==> config.mk <==
export PLATFORM = sky130hd
export DESIGN_NAME = rrbb_box
export DESIGN_NICKNAME = d
export VERILOG_FILES = /design/src/rtl/rotated_rect_bounding_box_defines.svh /design/src/rtl/rrbb_pkg.sv /design/src/rtl/rrbb_box.sv
export SDC_FILE = /design/constraint.sdc
export NUM_CORES = 2
export LEC_CHECK = 0
export BUFFER_PORTS_ARGS = -buffer_cell sky130_fd_sc_hd__buf_2
export CAP_MARGIN = 25
export CELL_PAD_IN_SITES_DETAIL_PLACEMENT = 1
export CELL_PAD_IN_SITES_GLOBAL_PLACEMENT = 1
export CORE_ASPECT_RATIO = 1.25
export CORE_MARGIN = 2
export CORE_UTILIZATION = 35
export CTS_BUF_LIST = sky130_fd_sc_hd__clkbuf_2 sky130_fd_sc_hd__clkbuf_4 sky130_fd_sc_hd__clkbuf_8
export DETAILED_ROUTE_END_ITERATION = 12
export PLACE_DENSITY = 0.63
export SLEW_MARGIN = 5
export SYNTH_ARGS = -nofsm -noshare
export SYNTH_HDL_FRONTEND = slang
export SYNTH_SLANG_ARGS = --single-unit
==> constraint.sdc <==
create_clock -name clk -period 6.3 [get_ports clk]
set_clock_uncertainty 0.1 [all_clocks]
set_input_delay 0.63 -clock clk [delete_from_list [all_inputs] [get_ports clk]]
set_output_delay 0.63 -clock clk [all_outputs]
set_load 0.02 [all_outputs]
==> src/rtl/rotated_rect_bounding_box_defines.svh <==
// Assertion macros shared by the rotated-rectangle bounding box RTL.
// No dependencies; included by the modules that carry assertions.
`ifndef ROTATED_RECT_BOUNDING_BOX_DEFINES_SVH
`define ROTATED_RECT_BOUNDING_BOX_DEFINES_SVH

// implication checked at every rising clock edge outside reset
`define RRBB_ASSERT_IMP(label, clk, rst_n, ante, cons, msg) \
	label: assert property (@(posedge clk) disable iff (!rst_n) (ante) |-> (cons)) \
		else $error(msg);

// invariant checked at every rising clock edge outside reset
`define RRBB_ASSERT_ALW(label, clk, rst_n, cond, msg) \
	label: assert property (@(posedge clk) disable iff (!rst_n) (cond)) \
		else $error(msg);

`endif

==> src/rtl/rrbb_pkg.sv <==
// Shared types, constants and the CORDIC arctangent table for the
// rotated-rectangle bounding box. No dependencies.
package rrbb_pkg;

	localparam int DIM_BITS_DEF  = 13;
	localparam int TRIG_ITER_DEF = 16;

	localparam int IN_W   = 13;   // width / height port width
	localparam int ANG_W  = 16;   // angle, Q3.13
	localparam int ANG_SH = 16;   // Q3.13 -> Q.29
	localparam int OUT_W  = 15;
	localparam int TRIG_W = 16;   // Q1.15 sine / cosine
	localparam int XY_W   = 34;   // CORDIC x / y, Q2.30 with headroom
	localparam int Z_W    = 33;   // CORDIC residual angle, Q.29

	localparam int GAIN_Q30    = 652032874;
	localparam int PI_Q29      = 1686629713;
	localparam int HALF_PI_Q29 = 843314857;
	localparam int RND_SH      = 15;      // Q2.30 -> Q1.15
	localparam int RND_HALF    = 16384;
	localparam int CENTER_SH   = 15;      // w * 2^15 is the centre times 2^16
	localparam int TRUNC_SH    = 16;
	localparam int TRUNC_BIAS  = 65535;

	// pipeline depth outside the CORDIC iterations
	localparam int CORDIC_EXTRA = 2;      // angle fold + rounding
	localparam int BOX_STAGES   = 4;      // multiply, abs-sum, bounds, output

	typedef struct packed {
		logic signed [TRIG_W-1:0] cos_v;
		logic signed [TRIG_W-1:0] sin_v;
	} trig_t;

	// round(atan(2^-i) * 2^29)
	function automatic logic [31:0] atan_q29(input int unsigned idx);
		logic [31:0] v;
		case (idx)
			0:       v = 32'd421657428;
			1:       v = 32'd248918915;
			2:       v = 32'd131521918;
			3:       v = 32'd66762579;
			4:       v = 32'd33510843;
			5:       v = 32'd16771758;
			6:       v = 32'd8387925;
			7:       v = 32'd4194219;
			8:       v = 32'd2097141;
			9:       v = 32'd1048575;
			10:      v = 32'd524288;
			11:      v = 32'd262144;
			12:      v = 32'd131072;
			13:      v = 32'd65536;
			14:      v = 32'd32768;
			15:      v = 32'd16384;
			16:      v = 32'd8192;
			17:      v = 32'd4096;
			18:      v = 32'd2048;
			19:      v = 32'd1024;
			20:      v = 32'd512;
			21:      v = 32'd256;
			22:      v = 32'd128;
			23:      v = 32'd64;
			default: v = 32'd0;
		endcase
		return v;
	endfunction

endpackage

==> src/rtl/rrbb_box.sv <==
// Corner projection and bounding box: four products, abs-sum per axis,
// centre +/- extent, truncate and saturate. Depends on rrbb_pkg.
module rrbb_box #(
	parameter int DIM_BITS = rrbb_pkg::DIM_BITS_DEF
) (
	input  logic                               clk,
	input  logic                               arst_n,
	input  logic                               in_vld,
	input  logic [DIM_BITS-1:0]                w,
	input  logic [DIM_BITS-1:0]                h,
	input  rrbb_pkg::trig_t                    trig,
	output logic                               done,
	output logic signed [rrbb_pkg::OUT_W-1:0]  top,
	output logic signed [rrbb_pkg::OUT_W-1:0]  bottom,
	output logic signed [rrbb_pkg::OUT_W-1:0]  left,
	output logic signed [rrbb_pkg::OUT_W-1:0]  right
);
	import rrbb_pkg::*;

	localparam int PW = DIM_BITS + TRIG_W + 1;           // signed product
	localparam int SW = PW + 1;                          // unsigned extent
	localparam int CW = DIM_BITS + CENTER_SH;            // unsigned centre
	localparam int BW = (DIM_BITS + 19 > OUT_W + TRUNC_SH + 1) ?
		DIM_BITS + 19 : OUT_W + TRUNC_SH + 1;
	localparam int QW = BW - TRUNC_SH;

	logic signed [PW-1:0] w_e, h_e, c_e, s_e;

	logic                 vld_s1;
	logic signed [PW-1:0] wc_s1, hs_s1, ws_s1, hc_s1;
	logic [DIM_BITS-1:0]  w_s1, h_s1;

	logic [PW-1:0]        wc_abs, hs_abs, ws_abs, hc_abs;
	logic                 vld_s2;
	logic [SW-1:0]        ex_s2, ey_s2;
	logic [CW-1:0]        cx_s2, cy_s2;

	logic                 vld_s3;
	logic signed [BW-1:0] xmin_s3, xmax_s3, ymin_s3, ymax_s3;

	logic                    vld_s4;
	logic signed [OUT_W-1:0] top_s4, bottom_s4, left_s4, right_s4;

	// divide by 2^16 toward zero, then clamp to the output range
	function automatic logic signed [OUT_W-1:0] trunc_sat(input logic signed [BW-1:0] v);
		logic signed [BW-1:0]    adj;
		logic signed [QW-1:0]    q;
		logic signed [OUT_W-1:0] res;
		adj = v[BW-1] ? (v + BW'(TRUNC_BIAS)) : v;
		q   = adj[BW-1:TRUNC_SH];
		if (!q[QW-1] && (|q[QW-2:OUT_W-1]))
			res = {1'b0, {(OUT_W-1){1'b1}}};
		else if (q[QW-1] && !(&q[QW-2:OUT_W-1]))
			res = {1'b1, {(OUT_W-1){1'b0}}};
		else
			res = q[OUT_W-1:0];
		return res;
	endfunction

	assign w_e = PW'(w);
	assign h_e = PW'(h);
	assign c_e = PW'(trig.cos_v);
	assign s_e = PW'(trig.sin_v);

	// the bounds are centre +/- (|a| + |b|) per axis
	assign wc_abs = wc_s1[PW-1] ? PW'(-wc_s1) : PW'(wc_s1);
	assign hs_abs = hs_s1[PW-1] ? PW'(-hs_s1) : PW'(hs_s1);
	assign ws_abs = ws_s1[PW-1] ? PW'(-ws_s1) : PW'(ws_s1);
	assign hc_abs = hc_s1[PW-1] ? PW'(-hc_s1) : PW'(hc_s1);

	always_ff @(posedge clk or negedge arst_n) begin
		if (!arst_n) begin
			vld_s1 <= 1'b0;
			vld_s2 <= 1'b0;
			vld_s3 <= 1'b0;
			vld_s4 <= 1'b0;
		end else begin
			vld_s1 <= in_vld;
			vld_s2 <= vld_s1;
			vld_s3 <= vld_s2;
			vld_s4 <= vld_s3;
		end
	end

	always_ff @(posedge clk) begin
		wc_s1 <= w_e * c_e;
		hs_s1 <= h_e * s_e;
		ws_s1 <= w_e * s_e;
		hc_s1 <= h_e * c_e;
		w_s1  <= w;
		h_s1  <= h;

		ex_s2 <= SW'(wc_abs) + SW'(hs_abs);
		ey_s2 <= SW'(ws_abs) + SW'(hc_abs);
		cx_s2 <= {w_s1, {CENTER_SH{1'b0}}};
		cy_s2 <= {h_s1, {CENTER_SH{1'b0}}};

		xmin_s3 <= BW'(cx_s2) - BW'(ex_s2);
		xmax_s3 <= BW'(cx_s2) + BW'(ex_s2);
		ymin_s3 <= BW'(cy_s2) - BW'(ey_s2);
		ymax_s3 <= BW'(cy_s2) + BW'(ey_s2);

		top_s4    <= trunc_sat(ymin_s3);
		bottom_s4 <= trunc_sat(ymax_s3);
		left_s4   <= trunc_sat(xmin_s3);
		right_s4  <= trunc_sat(xmax_s3);
	end

	assign done   = vld_s4;
	assign top    = top_s4;
	assign bottom = bottom_s4;
	assign left   = left_s4;
	assign right  = right_s4;

endmodule

==> reports/results.tsv <==
metric	value	unit
cts_buffers	73	
worstMarginPinSlew	0.937	ns
clock_latency	0.72	ns
dp_cells	7815	
crit_path_max_fanout	11	
grt_remaining_overflow	0	
final-hold-violation-count	0	
cts_buffer_depth	3	
port_buffers	121	
synth_area_leaders	fa_1 32%, dfxtp_1 17%, ha_1 10%	
regArea	8510	um^2
min_path_type	input port to async pin	
async_reset_ff_share	0.943	%
die_x	343	um
worstPathArrival	6.64	ns
drive_above_1_share	13.0	%
maxSlewViolCount	0	
finalSetupViolations	0	
die_h	428	um
fin_crit_sh	96.5	%
startpoint_type	input port	
gp_congestion	0.840	
initial_core_util	35.2	%
rows	155	
wl_per_cell	17.8	um
cts_tree	done	
seq_area_frac_synth	16.9	%
nets	7298	
synth_cell_types	75	
yosys_warnings	0	
drt_iter0_markers	1273	
instances_no_fill	7956	
status	completed	
avgSynthCellArea	9.13	um^2
cts_sinks	424	
r2r-start	wc_s1[5]$_DFF_P_	
grt_pass1_wl	230000	um
wl	141000	um
core-area	143000	um^2
synth_edf_count	0	
area.growth.synth_to_final	16.3	%
htreeDepth	3	
vias	38300	
worstSetupPathType	input port to flop	
avgViaCountPerCell	4.81	
syn_nets	6793	
required	6.86	ns
die_area	147000	um^2
dr.pass1.iters	5	
cts-root-buf	clkbuf_8	
min_period	6.08	ns
end_kind	flop	
fillerInstances	16700	
path_clk_slew	0.06	ns
antenna_found_initial	15	
first_global_vias	42600	
fin_area	58500	um^2
place_hpwl	122000	um
drv_cap	0	
synth_top_area_share	32.3	%
synth_ff_type	dfxtp_1	
max_freq	0.164	GHz
synth-seq-cells	424	
whs	0.141	ns
cp-startpoint	h[2]	
drcViolationCount	0	
gr-usage-all-layers	19.9	%
multi_input_area	37000	um^2
slew_headroom	37.0	%
syn_area	50300	um^2
ios	122	
syn_inst	5506	
drtAntennaViolNets	0	
yosysTopAreaCell	fa_1	
postCtsSetupBuffers	0	
grt_max_degree	31	
postPlaceCellArea	56500	um^2
## metal layers
metal	routed length (um)	vias up	GRT usage, %
met3	3570	161	2.20
li1	-	18100	-
met1	62100	19600	25.1
met2	72400	407	36.2
met4	3160	16	4.81
met5	107	-	0
## sequential cells by signal, indices dropped and copies added (netlist names), 30 cells and up
register,cells
ex_s2,31
ymin_s3,31
hc_s1,30
xmin_s3,31
xmax_s3,32
ymax_s3,32
ey_s2,31
ws_s1,30
hs_s1,30
wc_s1,30
## cell usage in the layout (no fill, tap or decap), types with 30 or more instances in the layout
master,instances
or3_1,31
nand2b_1,41
ha_1,413
nand2_1,561
xnor2_1,310
buf_4,471
o21ai_0,118
o21a_1,30
dfxtp_1,420
xor2_1,97
a21oi_1,194
nor3_1,51
nor2_1,136
a21o_1,77
fa_1,812
nor4_1,34
nand3_1,49
o31ai_1,37
buf_2,118
clkbuf_8,95
inv_1,1093
and2_1,431
## worst paths after layout
| check | endpoint | slack (ns) | cells past startpoint |
|---|---|---|---|
| min in group clk | h_s1[9]$_DFF_P_ | 0.14 | 2 |
| worst min register to register | cy_s2[21]$_DFF_P_ | 0.23 | 0 |
| max in group asynchronous | done$_DFF_PN0_ | 5.83 | 2 |
| worst max-delay path | hc_s1[29]$_DFF_P_ | 0.22 | 24 |
| worst max register to register | ex_s2[26]$_DFF_P_ | 0.88 | 16 |
| worst min-delay path | vld_s3$_DFF_PN0_ | 0.14 | 2 |
## cell type report
type / instances / area share [%]
Clock inverter: 29 / 0.755
Inverter: 1095 / 7.03
Clock buffer: 103 / 2.34
Sequential cell: 424 / 14.6
Antenna cell: 4 / 0.0171
Timing Repair Buffer: 620 / 8.03
Multi-Input combinational cell: 3797 / 63.2
Tap cell: 1884 / 4.03
## worst max-delay path: stages
cell      delay (ns)
clkbuf_4        0.22
buf_12          0.20
and2_1          0.16
fa_1            0.54
inv_1           0.05
fa_1            0.47
inv_1           0.06
fa_1            0.50
inv_1           0.06
fa_1            0.53
inv_1           0.05
fa_1            0.47
inv_1           0.05
fa_1            0.47
inv_1           0.04
ha_1            0.32
a21oi_1         0.17
o21ai_1         0.11
or3_1           0.32
o221ai_1        0.38
a21oi_1         0.21
a211o_1         0.30
a21oi_1         0.17
xor2_1          0.14
## what timing repair did
item,in CTS,in global routing
setup endpoints to repair,0,14
endpoints found under the hold margin,5,0
resized for setup,0,12
hold buffers,2,0
## synthesized netlist by cell type (all sizes together) (49+ instances only)
library cell,n
inv,1095
fa,812
nand2,563
and2,431
dfxtp,420
ha,414
xnor2,310
a21oi,194
clkbuf,187
o21ai,145
nor2,137
xor2,97
a21o,77
nor3,51
nand3,49
## kinds of logic (layout without fill, tap and decap cells)
family,after synthesis,count (layout),synth area share (%)
and+or+nand+nor,1473,1473,14.8
buffers and inverters,1285,1847,9.59
adders and majority gates,1226,1226,42.6
AOI/OAI and AO/OA,687,687,8.85
DFF,424,424,16.9
xor gates and xnor gates,407,407,7.09
muxes,4,4,0.0796
other,0,4,0
## stage by stage
stage / utilization [%] / setup WS [ns] / setup TNS [ns]
2_1_floorplan: - / -0.0457 / -0.0457
3_3_place_gp: 39.6 / -0.571 / -14.27
3_5_place_dp: 39.6 / -0.699 / -18.18
4_1_cts: 40.9 / 0.0850 / 0
5_1_grt: 41.0 / -0.00642 / -0.00642
6_report: 41.0 / 0.219 / 0
Power is not shown: default switching activity piles up to over one toggle a cycle in this logic, so the estimate is an artifact.
