**src/rtl/rotated_rect_bounding_box_defines.svh**
```systemverilog
// Assertion macros shared by the rotated-rectangle bounding box RTL.
// No dependencies; included by the modules that carry assertions.
`ifndef ROTATED_RECT_BOUNDING_BOX_DEFINES_SVH
`define ROTATED_RECT_BOUNDING_BOX_DEFINES_SVH

// implication checked at every rising clock edge outside reset
`define RRBB_ASSERT_IMP(label, clk, rst_n, ante, cons, msg) \
	label: assert property (@(posedge clk) disable iff (!rst_n) (ante) |-> (cons)) \
		else $error(msg);

// invariant checked at every rising clock edge outside reset
`define RRBB_ASSERT_ALW(label, clk, rst_n, cond, msg) \
	label: assert property (@(posedge clk) disable iff (!rst_n) (cond)) \
		else $error(msg);

`endif

```
**src/rtl/rrbb_pkg.sv**
```systemverilog
// Shared types, constants and the CORDIC arctangent table for the
// rotated-rectangle bounding box. No dependencies.
package rrbb_pkg;

	localparam int DIM_BITS_DEF  = 13;
	localparam int TRIG_ITER_DEF = 16;

	localparam int IN_W   = 13;   // width / height port width
	localparam int ANG_W  = 16;   // angle, Q3.13
	localparam int ANG_SH = 16;   // Q3.13 -> Q.29
	localparam int OUT_W  = 15;
	localparam int TRIG_W = 16;   // Q1.15 sine / cosine
	localparam int XY_W   = 34;   // CORDIC x / y, Q2.30 with headroom
	localparam int Z_W    = 33;   // CORDIC residual angle, Q.29

	localparam int GAIN_Q30    = 652032874;
	localparam int PI_Q29      = 1686629713;
	localparam int HALF_PI_Q29 = 843314857;
	localparam int RND_SH      = 15;      // Q2.30 -> Q1.15
	localparam int RND_HALF    = 16384;
	localparam int CENTER_SH   = 15;      // w * 2^15 is the centre times 2^16
	localparam int TRUNC_SH    = 16;
	localparam int TRUNC_BIAS  = 65535;

	// pipeline depth outside the CORDIC iterations
	localparam int CORDIC_EXTRA = 2;      // angle fold + rounding
	localparam int BOX_STAGES   = 4;      // multiply, abs-sum, bounds, output

	typedef struct packed {
		logic signed [TRIG_W-1:0] cos_v;
		logic signed [TRIG_W-1:0] sin_v;
	} trig_t;

	// round(atan(2^-i) * 2^29)
	function automatic logic [31:0] atan_q29(input int unsigned idx);
		logic [31:0] v;
		case (idx)
			0:       v = 32'd421657428;
			1:       v = 32'd248918915;
			2:       v = 32'd131521918;
			3:       v = 32'd66762579;
			4:       v = 32'd33510843;
			5:       v = 32'd16771758;
			6:       v = 32'd8387925;
			7:       v = 32'd4194219;
			8:       v = 32'd2097141;
			9:       v = 32'd1048575;
			10:      v = 32'd524288;
			11:      v = 32'd262144;
			12:      v = 32'd131072;
			13:      v = 32'd65536;
			14:      v = 32'd32768;
			15:      v = 32'd16384;
			16:      v = 32'd8192;
			17:      v = 32'd4096;
			18:      v = 32'd2048;
			19:      v = 32'd1024;
			20:      v = 32'd512;
			21:      v = 32'd256;
			22:      v = 32'd128;
			23:      v = 32'd64;
			default: v = 32'd0;
		endcase
		return v;
	endfunction

endpackage

```
**src/rtl/rrbb_cordic.sv**
```systemverilog
// Pipelined rotation-mode CORDIC: quarter-turn fold, one iteration per stage,
// Q1.15 rounding. Depends on rrbb_pkg and the assertion macro header.
`include "rotated_rect_bounding_box_defines.svh"

module rrbb_cordic #(
	parameter int TRIG_ITERATIONS = rrbb_pkg::TRIG_ITER_DEF,
	parameter int TAG_W           = 2 * rrbb_pkg::DIM_BITS_DEF
) (
	input  logic                               clk,
	input  logic                               arst_n,
	input  logic                               in_vld,
	input  logic signed [rrbb_pkg::ANG_W-1:0]  angle,
	input  logic [TAG_W-1:0]                   tag_in,
	output logic                               out_vld,
	output rrbb_pkg::trig_t                    trig,
	output logic [TAG_W-1:0]                   tag_out
);
	import rrbb_pkg::*;

	localparam int N = TRIG_ITERATIONS;
	localparam logic signed [Z_W-1:0] Z_HALF     = Z_W'(HALF_PI_Q29);
	localparam logic signed [Z_W-1:0] Z_NEG_HALF = -Z_W'(HALF_PI_Q29);
	localparam logic signed [Z_W-1:0] Z_PI       = Z_W'(PI_Q29);

	logic signed [Z_W-1:0] z_in;
	logic signed [Z_W-1:0] z_red;
	logic                  neg_red;

	logic signed [XY_W-1:0] x_s   [0:N];
	logic signed [XY_W-1:0] y_s   [0:N];
	logic signed [Z_W-1:0]  z_s   [0:N];
	logic                   neg_s [0:N];
	logic [TAG_W-1:0]       tag_s [0:N];
	logic                   vld_s [0:N];

	trig_t            trig_so;
	logic [TAG_W-1:0] tag_so;
	logic             vld_so;

	// x or -x, plus half an LSB, down to Q1.15 with saturation
	function automatic logic signed [TRIG_W-1:0] to_q15(
		input logic signed [XY_W-1:0] v,
		input logic                   ng
	);
		logic signed [XY_W-1:0]      r;
		logic signed [XY_W-RND_SH-1:0] q;
		logic signed [TRIG_W-1:0]    res;
		r = ng ? (~v + XY_W'(RND_HALF + 1)) : (v + XY_W'(RND_HALF));
		q = r[XY_W-1:RND_SH];
		if (!q[XY_W-RND_SH-1] && (|q[XY_W-RND_SH-2:TRIG_W-1]))
			res = {1'b0, {(TRIG_W-1){1'b1}}};
		else if (q[XY_W-RND_SH-1] && !(&q[XY_W-RND_SH-2:TRIG_W-1]))
			res = {1'b1, {(TRIG_W-1){1'b0}}};
		else
			res = q[TRIG_W-1:0];
		return res;
	endfunction

	// fold the angle into [-pi/2, pi/2]
	always_comb begin
		z_in    = {{(Z_W-ANG_W-ANG_SH){angle[ANG_W-1]}}, angle, {ANG_SH{1'b0}}};
		z_red   = z_in;
		neg_red = 1'b0;
		if (z_in > Z_HALF) begin
			z_red   = z_in - Z_PI;
			neg_red = 1'b1;
		end else if (z_in < Z_NEG_HALF) begin
			z_red   = z_in + Z_PI;
			neg_red = 1'b1;
		end
	end

	always_ff @(posedge clk or negedge arst_n) begin
		if (!arst_n) begin
			vld_s[0] <= 1'b0;
		end else begin
			vld_s[0] <= in_vld;
		end
	end

	always_ff @(posedge clk) begin
		x_s[0]   <= XY_W'(GAIN_Q30);
		y_s[0]   <= '0;
		z_s[0]   <= z_red;
		neg_s[0] <= neg_red;
		tag_s[0] <= tag_in;
	end

	for (genvar i = 0; i < N; i++) begin : g_iter
		logic signed [XY_W-1:0] xsh;
		logic signed [XY_W-1:0] ysh;
		logic signed [Z_W-1:0]  atan_v;

		assign xsh    = x_s[i] >>> i;
		assign ysh    = y_s[i] >>> i;
		assign atan_v = Z_W'(atan_q29(i));

		always_ff @(posedge clk or negedge arst_n) begin
			if (!arst_n) begin
				vld_s[i+1] <= 1'b0;
			end else begin
				vld_s[i+1] <= vld_s[i];
			end
		end

		always_ff @(posedge clk) begin
			if (!z_s[i][Z_W-1]) begin
				x_s[i+1] <= x_s[i] - ysh;
				y_s[i+1] <= y_s[i] + xsh;
				z_s[i+1] <= z_s[i] - atan_v;
			end else begin
				x_s[i+1] <= x_s[i] + ysh;
				y_s[i+1] <= y_s[i] - xsh;
				z_s[i+1] <= z_s[i] + atan_v;
			end
			neg_s[i+1] <= neg_s[i];
			tag_s[i+1] <= tag_s[i];
		end
	end

	always_ff @(posedge clk or negedge arst_n) begin
		if (!arst_n) begin
			vld_so <= 1'b0;
		end else begin
			vld_so <= vld_s[N];
		end
	end

	always_ff @(posedge clk) begin
		trig_so.cos_v <= to_q15(x_s[N], neg_s[N]);
		trig_so.sin_v <= to_q15(y_s[N], neg_s[N]);
		tag_so        <= tag_s[N];
	end

	assign out_vld = vld_so;
	assign trig    = trig_so;
	assign tag_out = tag_so;

	`RRBB_ASSERT_IMP(a_fold_range, clk, arst_n, vld_s[0],
		(z_s[0] <= Z_HALF) && (z_s[0] >= Z_NEG_HALF), "folded angle outside quarter turn")

endmodule

```
**config.mk**
```make
export PLATFORM = sky130hd
export DESIGN_NAME = rrbb_cordic
export DESIGN_NICKNAME = d
export VERILOG_FILES = /design/src/rtl/rrbb_pkg.sv /design/src/rtl/rrbb_cordic.sv
export VERILOG_INCLUDE_DIRS = /design/src /design/src/rtl
export SDC_FILE = /design/constraint.sdc
export NUM_CORES = 2
export LEC_CHECK = 0
export ABC_CLOCK_PERIOD_IN_PS = 5000
export BUFFER_PORTS_ARGS = -buffer_cell sky130_fd_sc_hd__buf_2
export CELL_PAD_IN_SITES_DETAIL_PLACEMENT = 1
export CELL_PAD_IN_SITES_GLOBAL_PLACEMENT = 1
export CORE_MARGIN = 3
export CORE_UTILIZATION = 45
export CTS_CLUSTER_DIAMETER = 200
export DETAILED_ROUTE_END_ITERATION = 7
export PLACE_DENSITY_LB_ADDON = 0.1
export SETUP_SLACK_MARGIN = 0.05
export SLEW_MARGIN = 20
export SYNTH_ARGS = -nofsm -noshare
export SYNTH_HDL_FRONTEND = slang
export SYNTH_SLANG_ARGS = --single-unit
export TNS_END_PERCENT = 1
```
**constraint.sdc**
```tcl
create_clock -name clk -period 5 [get_ports clk]
set_clock_uncertainty 0.1 [all_clocks]
set_input_delay 0.5 -clock clk [delete_from_list [all_inputs] [get_ports clk]]
set_output_delay 0.5 -clock clk [all_outputs]
set_load 0.05 [all_outputs]
```
==> key figures <==
Floorplan
  – CORE AREA: 0.255 sq mm
  – Die H: 513 um
  – Initial Util: 45.4%
  – Die Span X: 513 um
  – Core Rows: 185
  – Ports: 104
  – Die ar.: 0.264 sq mm

STA
  – Number of setup violations in the final report: 0
  – Slew Viols, Final: 0
  – Final Cycle Share: 96.4%
  – Endpoints failing hold: 0
  – Worst-Margin Slew: 1.12 ns
  – RSZ-0062 raised after global routing: yes
  – Max_slew headroom: 24.3%
  – Min Tclk post-route: 4.82 ns
  – Setup ws final: 0.181 ns
  – Peak Freq: 0.207 GHz

Drt
  – Remaining routing DRC violations: 0
  – Detailed Routing Iterations Pass 1: 6
  – Via count: 96,100
  – Routed vias/inst: 5.63
  – 1st-iter DRT viols: 4,958
  – Antenna Nets Post-Route: 0
  – Final wirelength: 346,000 um
  – Routed wire per std cell: 20.3 um

CTS
  – Skew-Pair Late Insertion Delay: 0.91 ns
  – TritonCTS clock tree: done
  – Clock buffer depth: 4
  – Clk root buf: clkbuf_16
  – Clock sinks: 1,933
  – Total CTS buffers: 220
  – CTS clock-pin slew for the worst setup and hold paths: 0.06 ns
  – Max H-tree Level: 4

Worst setup path
  – Worst R2R Start: z_s[8][32]
  – Crit path largest cell delay: 0.65 ns
  – Critical-path maximum fanout: 45
  – CP required: 5.58 ns
  – Crit Path Category: reg2reg
  – R2R depth: 17
  – CP top delay family: compound AO/OA/AOI/OAI gates
  – Critical-path cell list: buf_6 -> a21oi_1 -> xor2_1 -> ha_1 -> nand4_1 -> o211ai_1 -> a21oi_1 -> buf_4 -> o21ai_0 -> a21oi_1 -> buf_4 -> o21ai_0 -> o31a_1 -> buf_4 -> o21a_1 -> nor2_1 -> xnor2_1
  – Startpoint types: flip-flop
  – CP arrival: 5.40 ns
  – Bufs and invs on worst path: 4
  – R2r setup slk: 0.18 ns
  – CP max stage cell: dfxtp_2
  – Critical path capture point type: flip-flop
  – FF-to-FF End: x_s[9][30]

Synthesis
  – EDFF count, synth: 0
  – Syn_nets: 14,500
  – Synth Area in Compound Gates: 20.3%
  – Mean Syn Cell Area: 8.88 sq um
  – Combinational family with the most area after synthesis: compound AO/OA/AOI/OAI gates
  – XOR/XNOR share of the synthesized area: 13.6%
  – YS warnings: 0
  – Synth cell types: 90
  – Seq/Total Area, Yosys: 33.5%
  – Syn Inst Count: 13,000
  – Simple-gate share of the synthesized area: 13.7%
  – Synthesized flop and latch total: 1,933
  – Async S/R FF share, synth: 0.931%
  – Netlist Area Pre-Place: 0.116 sq mm
  – Post-synthesis mux area share: 1.16%
  – Top_reg_cell synth: dfxtp_1
  – Synth Area in Adders: 15.2%

Global route
  – Initial antenna violation count: 13
  – Global Route Usage Sum: 25.6%
  – Overflow after GRT: 0
  – Largest net degree at the start of global routing: 50
  – First-pass GRT wire length: 555,000 um
  – Number of global-route vias before repair: 101,000

Layout
  – Layout cells sized above 1: 7.18%
  – Filler cells: 29,600
  – # nets final: 14,900
  – Area delta synth->final: 12.5%
  – Most common cell after layout, fill and taps aside: dfxtp_1
  – Most frequent cells in the layout: 1,898 x dfxtp_1, 1,391 x a21oi_1, 1,335 x ha_1

Min path
  – Hold Crit Start: tag_in[24]
  – Hold EP: tag_s[0][24]
  – Tightest Hold Check Type: in2reg
  – Hold Path Stages: 2

Placement
  – Pre-CTS WS: -0.0781 ns
  – Hpwl dp: 279,000 um
  – GP Congestion: 0.914
  – I/O Buffers: 103

Job
  – Max Cap Violations: 0

Status
  – Status: complete, no violations
## metrics by stage
stage,hold slack [ns],TNS [ns],util (%),instance area [sq um],std cells
2_1_floorplan,0.104,0,-,116000,13000
3_3_place_gp,0.210,0,47.7,122000,16600
3_5_place_dp,0.213,-0.0781,47.7,122000,16600
4_1_cts,0.0277,0,50.9,130000,17000
5_1_grt,0.0565,-0.185,51.1,130000,17000
6_report,0.117,0,51.1,130000,17000
## cell usage after synthesis, types with 54 or more instances
master    count  area [sq um]
dfxtp_1    1915         38300
a21oi_1    1396          6990
ha_1       1337         16700
xnor2_1    1195         10500
nor2_1     1183          4440
xor2_1      608          5330
a21o_1      603          4530
inv_1       587          2200
o21ai_0     586          2930
nand2_1     549          2060
nor3_1      352          1760
o21a_1      206          1550
nand2b_1    202          1260
nand3_1     193           966
nor2b_1     172          1080
clkbuf_1    150           563
o21bai_1    148          1110
a31oi_1     135           845
a211oi_1    108           811
and3_1      108           676
nor4_1       87           544
and2_1       78           488
nand4_1      75           469
or3_1        74           463
mux2i_1      73           731
mux2_2       54           608
## per-layer routing
layer / up-vias / wire, um / GRT usage, %
met3: 443 / 11100 / 2.74
li1: 47300 / - / -
met2: 1274 / 167000 / 44.9
met5: - / 0 / 0
met4: 0 / 7710 / 5.93
met1: 47000 / 161000 / 33.6
## kinds of logic (layout without fill, tap and decap cells)
kind of cell | after synthesis | count (layout)
xor gates and xnor gates | 1803 | 1803
other | 0 | 21
buffers and inverters | 782 | 1397
muxes | 127 | 127
and+or+nand+nor | 3283 | 3283
AOI/OAI and AO/OA | 3737 | 3737
DFF | 1933 | 1933
adders and majority gates | 1381 | 1381
## worst max-delay path by stage
stage | cells after the start | to | from | slack (ns)
2_1_floorplan | 15 | x_s[5][32] | z_s[4][32] | 0.30
3_3_place_gp | 23 | x_s[9][30] | y_s[8][8] | 0.01
3_5_place_dp | 23 | x_s[9][30] | y_s[8][8] | -0.08
4_1_cts | 17 | y_s[15][33] | x_s[14][17] | 0.08
5_1_grt | 17 | y_s[4][30] | x_s[3][6] | -0.05
6_report | 17 | x_s[9][30] | z_s[8][32] | 0.18
## state kept, by name, indices dropped and copies added, names as in the netlist, 15 cells and up
name,count
z_s,405
neg_s,15
x_s,484
vld_s,17
trig,32
y_s,511
tag_s,442
tag_out,26
## final cells by class
class | count | area [sq um] | share of cell area (%)
clock inverter | 114 | 1430 | 1.09
clock buffer | 286 | 6160 | 4.73
antenna | 21 | 52.6 | 0.0403
inverter | 590 | 2210 | 1.70
tap | 3366 | 4210 | 3.23
multi-input combinational | 10300 | 74500 | 57.2
sequential | 1933 | 38800 | 29.8
timing repair buffer | 407 | 2940 | 2.26
## repair_timing
action	4_1_cts	5_1_grt
pin swaps	0	5
buffers inserted	0	1
hold buffers	51	0
endpoints found under the hold margin	63	0
gates cloned	0	0
setup endpoints to repair	3	94
resized for setup	4	97
Power is not shown: default switching activity piles up to over one toggle a cycle in this logic, so the estimate is an artifact.
